===== config.mk =====
export PLATFORM = sky130hd
export DESIGN_NAME = record_sort_by_grade
export DESIGN_NICKNAME = d
export VERILOG_FILES = /design/src/rtl/core/rsg_pkg.sv /design/src/rtl/core/rsg_store.sv /design/src/rtl/core/rsg_step.sv /design/src/rtl/core/record_sort_by_grade.sv
export VERILOG_INCLUDE_DIRS = /design/src /design/src/rtl/core
export SDC_FILE = /design/constraint.sdc
export NUM_CORES = 2
export LEC_CHECK = 0
export BUFFER_PORTS_ARGS = -buffer_cell sky130_fd_sc_hd__buf_2
export CORE_MARGIN = 8
export CORE_UTILIZATION = 68
export DETAILED_ROUTE_END_ITERATION = 10
export GPL_TIMING_DRIVEN = 0
export PLACE_DENSITY_LB_ADDON = 0.1
export REMOVE_ABC_BUFFERS = 1
export SETUP_SLACK_MARGIN = 0.02
export SLEW_MARGIN = 20
export SYNTH_ARGS = -nofsm -noshare
export SYNTH_HDL_FRONTEND = slang
export SYNTH_SLANG_ARGS = --single-unit
export TNS_END_PERCENT = 30

===== constraint.sdc =====
create_clock -name clk -period 11.8 [get_ports clk]
set_clock_uncertainty 0.05 [all_clocks]
set_input_delay 2.36 -clock clk [delete_from_list [all_inputs] [get_ports clk]]
set_output_delay 2.36 -clock clk [all_outputs]
set_load 0.005 [all_outputs]

===== src/rtl/core/record_sort_by_grade_defines.svh =====
// Assertion macros shared by the record sort block.
`ifndef RECORD_SORT_BY_GRADE_DEFINES_SVH
`define RECORD_SORT_BY_GRADE_DEFINES_SVH

// The condition holds at every clock edge outside reset.
`define RSG_ASSERT_ALWAYS(label, cond, msg) \
	label: assert property (@(posedge clk) disable iff (!arst_n) (cond)) else $error(msg);

// When the trigger holds, the consequence holds in the same cycle.
`define RSG_ASSERT_SAME(label, trig, cons, msg) \
	label: assert property (@(posedge clk) disable iff (!arst_n) (trig) |-> (cons)) \
		else $error(msg);

// When the trigger holds, the consequence holds in the next cycle.
`define RSG_ASSERT_NEXT(label, trig, cons, msg) \
	label: assert property (@(posedge clk) disable iff (!arst_n) (trig) |=> (cons)) \
		else $error(msg);

`endif


===== src/rtl/core/rsg_pkg.sv =====
// Types and constants of the record sort block.
package rsg_pkg;

	localparam logic [13:0] GRADE_TOP = 14'd10000;

	typedef struct packed {
		logic [15:0] record_id;
		logic [13:0] grade_hundredths;
		logic        last_record;
	} in_t;

	typedef struct packed {
		logic [15:0] sorted_id;
		logic [13:0] sorted_grade;
		logic        end_of_run;
		logic        overflow_flag;
	} out_t;

	typedef struct packed {
		logic [15:0] id;
		logic [13:0] grade;
	} rec_t;

	typedef struct packed {
		logic load;
		logic step;
	} step_ctrl_t;

	typedef enum logic [4:0] {
		ST_IDLE  = 5'b00001,
		ST_START = 5'b00010,
		ST_RUN   = 5'b00100,
		ST_END   = 5'b01000,
		ST_EMIT  = 5'b10000
	} state_t;

endpackage


===== src/rtl/core/rsg_store.sv =====
// Record store: one write port and one registered read port.
module rsg_store #(
	parameter int DEPTH = 64
) (
	input  logic                     clk,
	input  logic                     we,
	input  logic [$clog2(DEPTH)-1:0] waddr,
	input  rsg_pkg::rec_t            wdata,
	input  logic [$clog2(DEPTH)-1:0] raddr,
	output rsg_pkg::rec_t            rdata
);

	rsg_pkg::rec_t mem [DEPTH];

	always_ff @(posedge clk) begin
		if (we) begin
			mem[waddr] <= wdata;
		end
	end

	always_ff @(posedge clk) begin
		rdata <= mem[raddr];
	end

endmodule


===== src/rtl/core/rsg_step.sv =====
// Compare-exchange unit that carries the sinking record through one pass.
module rsg_step (
	input  logic                clk,
	input  rsg_pkg::step_ctrl_t ctrl,
	input  rsg_pkg::rec_t       rd,
	output rsg_pkg::rec_t       wr
);

	rsg_pkg::rec_t carry_q;
	logic          lower;

	// Swap only on a strictly lower grade so that equal grades keep their order.
	assign lower = carry_q.grade < rd.grade;
	assign wr = (ctrl.step && lower) ? rd : carry_q;

	always_ff @(posedge clk) begin
		if (ctrl.load || (ctrl.step && !lower)) begin
			carry_q <= rd;
		end
	end

endmodule


===== src/rtl/core/record_sort_by_grade.sv =====
// Top level of the record sort block: loader, sort sequencer and emitter.
//
// Usage: records are offered on item with start. A beat is taken at a rising
// edge where start is high and busy is low. Each record is stored at the
// edge that takes it, and busy stays low while a set is being loaded. A grade
// above 100.00 is stored as 100.00. Records beyond MAX_RECORDS are dropped
// and the set is marked as overflowed.
// The beat with last_record set ends the set. busy then rises and the set
// is sorted by grade, highest first, with equal grades in arrival order.
// The sort does one compare-exchange per cycle on the single compare unit,
// with a closing step per pass to retire the sinking record, all bound by
// the one store read port. The run is then emitted one beat per cycle, each
// beat marked by result_strobe for exactly one cycle. end_of_run flags the
// final beat and overflow_flag is the same on every beat of the run. The
// receiver cannot stall: a beat is taken in the cycle it is shown. busy
// falls in the cycle that shows the final beat, so the next set may begin
// right away.
// Reset clears the record count, the overflow mark and the sequencer; the
// store contents are not cleared, since only written entries are read.
module record_sort_by_grade #(
	parameter int MAX_RECORDS = 64
) (
	input  logic          clk,
	input  logic          arst_n,
	input  logic          start,
	input  rsg_pkg::in_t  item,
	output logic          busy,
	output logic          result_strobe,
	output rsg_pkg::out_t result
);

	`include "record_sort_by_grade_defines.svh"

	localparam int IDX_W = $clog2(MAX_RECORDS);
	localparam int CNT_W = $clog2(MAX_RECORDS + 1);
	localparam logic [CNT_W-1:0] CNT_MAX = CNT_W'(MAX_RECORDS);
	localparam logic [CNT_W-1:0] CNT_ONE = CNT_W'(1);
	localparam logic [IDX_W-1:0] IDX_ONE = IDX_W'(1);

	rsg_pkg::state_t     state_q;
	logic [CNT_W-1:0]    count_q;
	logic                dropped_q;
	logic [IDX_W-1:0]    lim_q;
	logic [IDX_W-1:0]    ridx_q;
	logic [IDX_W-1:0]    eidx_q;
	logic                strobe_s1;
	logic                last_s1;
	logic                ovf_s1;

	logic                accept;
	logic                room;
	logic                emit_last;
	logic [IDX_W-1:0]    count_last;
	rsg_pkg::rec_t       in_rec;
	rsg_pkg::rec_t       rd_rec;
	rsg_pkg::rec_t       step_wr;
	rsg_pkg::step_ctrl_t step_ctrl;

	logic                we;
	logic [IDX_W-1:0]    waddr;
	rsg_pkg::rec_t       wdata;
	logic [IDX_W-1:0]    raddr;

	assign busy   = (state_q != rsg_pkg::ST_IDLE);
	assign accept = start && !busy;
	assign room   = (count_q < CNT_MAX);

	// Grades above full marks are clipped as they are stored.
	assign in_rec.id    = item.record_id;
	assign in_rec.grade = (item.grade_hundredths > rsg_pkg::GRADE_TOP) ?
		rsg_pkg::GRADE_TOP : item.grade_hundredths;

	assign count_last = IDX_W'(count_q - CNT_ONE);
	assign emit_last  = (eidx_q == count_last);

	// The first cycle of a pass loads the carry with entry 0; each later
	// cycle compares the carry against the next entry and writes back the
	// winner one place lower.
	assign step_ctrl.load = (state_q == rsg_pkg::ST_RUN) && (ridx_q == '0);
	assign step_ctrl.step = (state_q == rsg_pkg::ST_RUN) && (ridx_q != '0);

	always_comb begin
		we    = 1'b0;
		waddr = count_q[IDX_W-1:0];
		wdata = in_rec;
		raddr = '0;
		unique case (state_q)
			rsg_pkg::ST_IDLE: begin
				we = accept && room;
			end
			rsg_pkg::ST_START: begin
				raddr = '0;
			end
			rsg_pkg::ST_RUN: begin
				// Read one entry ahead of the one being compared.
				raddr = (ridx_q == lim_q) ? ridx_q : ridx_q + IDX_ONE;
				we    = (ridx_q != '0);
				waddr = ridx_q - IDX_ONE;
				wdata = step_wr;
			end
			rsg_pkg::ST_END: begin
				// The carry has sunk to the end of this pass. Entry 0 is read
				// for the next pass at the same time.
				we    = 1'b1;
				waddr = lim_q;
				wdata = step_wr;
			end
			rsg_pkg::ST_EMIT: begin
				raddr = eidx_q;
			end
			default: begin
				we = 1'b0;
			end
		endcase
	end

	rsg_store #(
		.DEPTH(MAX_RECORDS)
	) u_store (
		.clk  (clk),
		.we   (we),
		.waddr(waddr),
		.wdata(wdata),
		.raddr(raddr),
		.rdata(rd_rec)
	);

	rsg_step u_step (
		.clk (clk),
		.ctrl(step_ctrl),
		.rd  (rd_rec),
		.wr  (step_wr)
	);

	always_ff @(posedge clk or negedge arst_n) begin
		if (!arst_n) begin
			state_q   <= rsg_pkg::ST_IDLE;
			count_q   <= '0;
			dropped_q <= 1'b0;
			lim_q     <= '0;
			ridx_q    <= '0;
			eidx_q    <= '0;
			strobe_s1 <= 1'b0;
			last_s1   <= 1'b0;
			ovf_s1    <= 1'b0;
		end else begin
			strobe_s1 <= (state_q == rsg_pkg::ST_EMIT);
			last_s1   <= emit_last;
			ovf_s1    <= dropped_q;
			unique case (state_q)
				rsg_pkg::ST_IDLE: begin
					if (accept) begin
						if (room) begin
							count_q <= count_q + CNT_ONE;
						end else begin
							dropped_q <= 1'b1;
						end
						if (item.last_record) begin
							state_q <= rsg_pkg::ST_START;
						end
					end
				end
				rsg_pkg::ST_START: begin
					lim_q  <= count_last;
					ridx_q <= '0;
					eidx_q <= '0;
					if (count_q == CNT_ONE) begin
						state_q <= rsg_pkg::ST_EMIT;
					end else begin
						state_q <= rsg_pkg::ST_RUN;
					end
				end
				rsg_pkg::ST_RUN: begin
					ridx_q <= ridx_q + IDX_ONE;
					if (ridx_q == lim_q) begin
						state_q <= rsg_pkg::ST_END;
					end
				end
				rsg_pkg::ST_END: begin
					ridx_q <= '0;
					eidx_q <= '0;
					if (lim_q == IDX_ONE) begin
						state_q <= rsg_pkg::ST_EMIT;
					end else begin
						lim_q   <= lim_q - IDX_ONE;
						state_q <= rsg_pkg::ST_RUN;
					end
				end
				rsg_pkg::ST_EMIT: begin
					eidx_q <= eidx_q + IDX_ONE;
					if (emit_last) begin
						count_q   <= '0;
						dropped_q <= 1'b0;
						state_q   <= rsg_pkg::ST_IDLE;
					end
				end
				default: begin
					state_q <= rsg_pkg::ST_IDLE;
				end
			endcase
		end
	end

	// The result beat comes straight from the registered store read.
	assign result_strobe        = strobe_s1;
	assign result.sorted_id     = rd_rec.id;
	assign result.sorted_grade  = rd_rec.grade;
	assign result.end_of_run    = last_s1;
	assign result.overflow_flag = ovf_s1;

	`RSG_ASSERT_ALWAYS(a_count_in_range, count_q <= CNT_MAX, "record count beyond store size")
	`RSG_ASSERT_SAME(a_run_index_bounded, state_q == rsg_pkg::ST_RUN, ridx_q <= lim_q, "sort index ran past pass end")
	`RSG_ASSERT_SAME(a_beat_from_emit, result_strobe, $past(state_q == rsg_pkg::ST_EMIT), "result beat outside emission")
	`RSG_ASSERT_NEXT(a_run_ends_once, result_strobe && result.end_of_run, !result_strobe, "beat after end of run")

endmodule


==> impl_metrics.prom <==
# TYPE chip_impl_metric gauge
chip_impl_metric{name="worstMarginPinSlew",unit="ns"} 1.372
chip_impl_metric{name="synthesis.yosys.warnings",unit=""} 0
chip_impl_info{name="cts_tree",value="built"} 1
chip_impl_metric{name="chip_width",unit="µm"} 359.6
chip_impl_metric{name="grt_max_degree",unit=""} 63
chip_impl_info{name="post_synth_top_flop",value="sky130_fd_sc_hd__edfxtp_1"} 1
chip_impl_info{name="setup.worst_path.end_class",value="flip-flop"} 1
chip_impl_info{name="worst_setup_path_startpoint",value="ridx_q[3]"} 1
chip_impl_metric{name="clock_sinks",unit=""} 2014
chip_impl_metric{name="final.setup.tns",unit="ns"} 0
chip_impl_metric{name="worst_slack",unit="ns"} 5.732
chip_impl_metric{name="core.rowCount",unit=""} 126
chip_impl_info{name="critical_path.top_delay_family",value="simple AND/OR/NAND/NOR gates"} 1
chip_impl_metric{name="route.detailed.wl_per_inst",unit="µm"} 29.90
chip_impl_metric{name="detailedRoute.firstPassIterationCount",unit=""} 6
chip_impl_metric{name="cpPeakStageDelay",unit="ns"} 1.17
chip_impl_metric{name="synth.ff_latch_count",unit=""} 2014
chip_impl_metric{name="vdd_ir_drop_max",unit="mV"} 0.1637
chip_impl_metric{name="power",unit="mW"} 16.92
chip_impl_metric{name="clock_tree.htree_level_count",unit=""} 4
chip_impl_metric{name="syn_avg_cell_area",unit="µm²"} 13.82
chip_impl_info{name="worst_r2r_startpoint",value="ridx_q[3]"} 1
chip_impl_info{name="critical_path.startpoint_type",value="flip-flop"} 1
chip_impl_metric{name="total_of_endpoints_with_negative_setup_slack_in_the_final_report",unit=""} 0
chip_impl_metric{name="post_cts.repair.setup_buffers",unit=""} 0
chip_impl_metric{name="hpwlAfterDp",unit="µm"} 146000
chip_impl_metric{name="area.growth.synth_to_final",unit="%"} 17.13
chip_impl_metric{name="power.static_leakage",unit="nW"} 32.53
chip_impl_metric{name="timing_hold_violations_final",unit=""} 0
chip_impl_metric{name="synth_cell_type_count",unit=""} 70
chip_impl_metric{name="worstPathArrival",unit="ns"} 6.75
chip_impl_metric{name="maxClockFrequency",unit="GHz"} 0.1648
chip_impl_metric{name="drt.antenna.violating_nets",unit=""} 0
chip_impl_metric{name="power.density",unit="mW/mm²"} 179.9
chip_impl_info{name="setup_repair_after_global_routing_missed_its_margin",value="false"} 1
chip_impl_info{name="hold_class",value="reg2reg"} 1
chip_impl_metric{name="grt.total_usage",unit=""} 0.3478
chip_impl_metric{name="path_max_fanout",unit=""} 58
chip_impl_metric{name="detailedRoute.firstIterationViolations",unit=""} 7721
chip_impl_metric{name="ffs_w_async_s_r_synth",unit=""} 0.01688
chip_impl_info{name="classification_of_the_worst_setup_path",value="reg2reg"} 1
chip_impl_metric{name="die_span_y",unit="µm"} 359.6
chip_impl_metric{name="timing.final.crit_period",unit="ns"} 6.068
chip_impl_metric{name="post_syn_area",unit="mm²"} 0.08026
chip_impl_metric{name="number_of_antenna_violations_at_the_first_check_in_global_routing",unit=""} 16
chip_impl_metric{name="clkLatencyLatePin",unit="ns"} 0.80
chip_impl_metric{name="cts_buffer_depth",unit=""} 3
chip_impl_metric{name="clkSlewWorstSetupHoldPaths",unit="ns"} 0.06
chip_impl_metric{name="grt_first_pass_wirelength",unit="µm"} 333700
chip_impl_metric{name="first_global_vias",unit=""} 51950
chip_impl_metric{name="vias",unit=""} 52648
chip_impl_metric{name="relSlewSlack",unit=""} 0.07674
chip_impl_info{name="worst_hold_startpoint",value="dropped_q"} 1
chip_impl_metric{name="detail_route.wirelength",unit="µm"} 230200
chip_impl_metric{name="boundaryPins",unit=""} 68
chip_impl_info{name="worst_path_max_delay_cell",value="sky130_fd_sc_hd__nor4_1"} 1
chip_impl_metric{name="numPlacedInstances",unit=""} 7333
chip_impl_metric{name="post_route_cells_drive_above_1_share",unit=""} 0.1389
chip_impl_info{name="cts-root-buf",value="sky130_fd_sc_hd__clkbuf_16"} 1
chip_impl_metric{name="critPathBufInv",unit=""} 5
chip_impl_metric{name="layout_worst_path_cycle_share",unit=""} 0.5143
chip_impl_metric{name="final_nets",unit=""} 6047
chip_impl_info{name="critical_path.most_common_cell",value="sky130_fd_sc_hd__buf_4"} 1
chip_impl_metric{name="post_placement_worst_setup_slack",unit="ns"} 5.781
chip_impl_metric{name="seq_area_frac_synth",unit=""} 0.7477
chip_impl_metric{name="route.detailed.vias_per_inst",unit=""} 6.838
chip_impl_info{name="crit_path_cell_trace",value="xnor2_1 > and4_4 > nor2_1 > nor3_4 > buf_8 > buf_6 > and2_4 > buf_16 > nor4_2 > buf_4 > buf_4 > a21boi_0 > or4_1 > nor4_1 > and3_1"} 1
chip_impl_metric{name="port_bufs",unit=""} 67
chip_impl_metric{name="grt-ovfl-total",unit=""} 0
chip_impl_metric{name="ctsResizeCount",unit=""} 0
chip_impl_metric{name="holdBufCountCts",unit=""} 0
chip_impl_metric{name="cp_data_required_time",unit="ns"} 12.48
chip_impl_metric{name="core",unit="mm²"} 0.1176
chip_impl_metric{name="initial_utilization",unit=""} 0.6825
chip_impl_metric{name="residual_drc_count",unit=""} 0
chip_impl_metric{name="timing.max_cap.violations",unit=""} 0
chip_impl_metric{name="cts-buffers-inserted",unit=""} 191
chip_impl_metric{name="routabilityCongestion",unit=""} 0.8638
chip_impl_metric{name="post_layout_nonfiller_instances",unit=""} 7699
chip_impl_metric{name="count_of_flip_flops_with_a_built_in_enable_after_synthesis",unit=""} 1950
chip_impl_metric{name="netlist_instances",unit=""} 5806
chip_impl_info{name="status",value="finished clean"} 1
chip_impl_metric{name="fp.dieArea",unit="mm²"} 0.1293
chip_impl_metric{name="timing.final.max_slew_violations",unit=""} 0
-- cell type report --
type	instances	area, µm²
diodes	8	20.02
clock buffers	241	5210
clock inverters	116	1022
fillers	6002	23590
inverters	24	90.09
multi-input cells	3392	19630
flip-flops and latches	2014	60010
well taps	1536	1922
repair buffers	368	6115
-- synth_stat cells (all sizes together) (20+ instances only) --
master  instances  area, µm²
a211oi         56      420.4
a21boi        155       1164
a21oi         101      505.5
a22oi          75      563.0
a311oi         59      523.0
a31oi         104      650.6
a32oi          30      262.8
and3          106      663.1
buf           200       1002
clkbuf        176      661.9
dfrtp          33      825.8
dfxtp          30      600.6
edfxtp       1950      58560
ha             22      275.3
inv            24      90.08
mux2i         110       1101
mux4           60       1351
nand2        1528       5736
nand3         563       2823
nand4          45      287.8
nor2          124      465.5
nor4           30      187.7
o21ai          81      412.9
or4            24      180.2
xnor2          20      175.2
-- worst paths after layout --
kind                                      to  slack [ns]  cells past startpoint
max in group asynchronous         count_q[1]        9.56                      1
hold reg to reg                       ovf_s1        0.36                      0
setup reg to reg           u_store.rdata[16]        5.73                     15
min in group asynchronous          ridx_q[3]        1.60                      1
setup / recovery           u_store.rdata[16]        5.73                     15
hold / removal                        ovf_s1        0.36                      0
-- placed cells by master (no fill, tap or decap), types with 20 or more instances in the layout --
cell type                   instances
sky130_fd_sc_hd__dfrtp_1           33
sky130_fd_sc_hd__edfxtp_1        1950
sky130_fd_sc_hd__buf_16            93
sky130_fd_sc_hd__o21ai_4           26
sky130_fd_sc_hd__buf_6             53
sky130_fd_sc_hd__a31oi_1          104
sky130_fd_sc_hd__xnor2_1           20
sky130_fd_sc_hd__dfxtp_1           30
sky130_fd_sc_hd__mux4_2            60
sky130_fd_sc_hd__a22oi_1           75
sky130_fd_sc_hd__clkbuf_16        201
sky130_fd_sc_hd__nor2_4            77
sky130_fd_sc_hd__a21boi_0         153
sky130_fd_sc_hd__a311oi_1          58
sky130_fd_sc_hd__a211oi_1          56
sky130_fd_sc_hd__buf_2             82
sky130_fd_sc_hd__nor4_2            24
sky130_fd_sc_hd__or4_1             24
sky130_fd_sc_hd__a21oi_1           97
sky130_fd_sc_hd__inv_1             23
sky130_fd_sc_hd__ha_1              22
sky130_fd_sc_hd__a32oi_1           30
sky130_fd_sc_hd__nor2_1            47
sky130_fd_sc_hd__and3_1           106
sky130_fd_sc_hd__nand4_1           44
sky130_fd_sc_hd__buf_8             26
sky130_fd_sc_hd__clkbuf_1          37
sky130_fd_sc_hd__o21ai_0           48
sky130_fd_sc_hd__nand2_1         1525
sky130_fd_sc_hd__clkinv_2          42
sky130_fd_sc_hd__mux2i_1          110
sky130_fd_sc_hd__nand3_1          562
sky130_fd_sc_hd__clkinv_1          47
sky130_fd_sc_hd__buf_12           104
-- logic make-up (layout without fill, tap and decap cells) --
kind of cell	count (synthesis)	after routing	share of synthesized area
AO/OA/AOI/OAI	703	703	0.06044
XOR/XNOR	24	24	0.002619
adder cells (fa/ha/maj)	22	22	0.003429
buffers and inverters	400	749	0.02186
flip-flops	2014	2014	0.7477
multiplexers	170	170	0.03055
other	0	8	0
AND/OR/NAND/NOR	2473	2473	0.1335
-- power breakdown --
group          switching, mW  internal (mW)  total, mW
clock                   2.60           3.53       6.12
sequential             0.141           8.36       8.50
combinational           1.56          0.734       2.29
-- worst reg2reg max path, stage by stage, from the launching register on --
cell and delay, ns:
sky130_fd_sc_hd__dfrtp_1 0.51, sky130_fd_sc_hd__xnor2_1 0.28, sky130_fd_sc_hd__and4_4 0.31, sky130_fd_sc_hd__nor2_1 0.08, sky130_fd_sc_hd__nor3_4 0.62, sky130_fd_sc_hd__buf_8 0.25
sky130_fd_sc_hd__buf_6 0.18, sky130_fd_sc_hd__and2_4 0.48, sky130_fd_sc_hd__buf_16 0.33, sky130_fd_sc_hd__nor4_2 0.25, sky130_fd_sc_hd__buf_4 0.26, sky130_fd_sc_hd__buf_4 0.17
sky130_fd_sc_hd__a21boi_0 0.13, sky130_fd_sc_hd__or4_1 0.64, sky130_fd_sc_hd__nor4_1 1.17, sky130_fd_sc_hd__and3_1 0.31
-- routing by layer --
metal / global-route usage / wire length (µm) / vias to the layer above
li1: - / - / 22059
met1: 0.4377 / 78250 / 25827
met2: 0.5528 / 107700 / 3902
met3: 0.07364 / 26320 / 858
met4: 0.2272 / 17900 / 2
met5: 0 / 14 / -
-- state kept, by name, indices dropped and copies added, names as in the netlist --
| register | count |
|---|---|
| lim_q | 6 |
| dropped_q | 1 |
| u_step.carry_q | 30 |
| u_store.mem | 1920 |
| eidx_q | 6 |
| result_strobe | 1 |
| count_q | 7 |
| ovf_s1 | 1 |
| last_s1 | 1 |
| ridx_q | 6 |
| u_store.rdata | 30 |
| state_q | 5 |
-- per-stage QoR --
stage	util	hold WS [ns]	cell area [µm²]
CTS	0.7990	0.3574	93970
finish	0.7994	0.3574	94020
floorplan	-	0.3242	78600
global placement	0.6875	0.3437	80860
global route	0.7992	0.3866	94000
detailed placement	0.7460	0.3437	87730
Power figures use the tool's default switching activity.
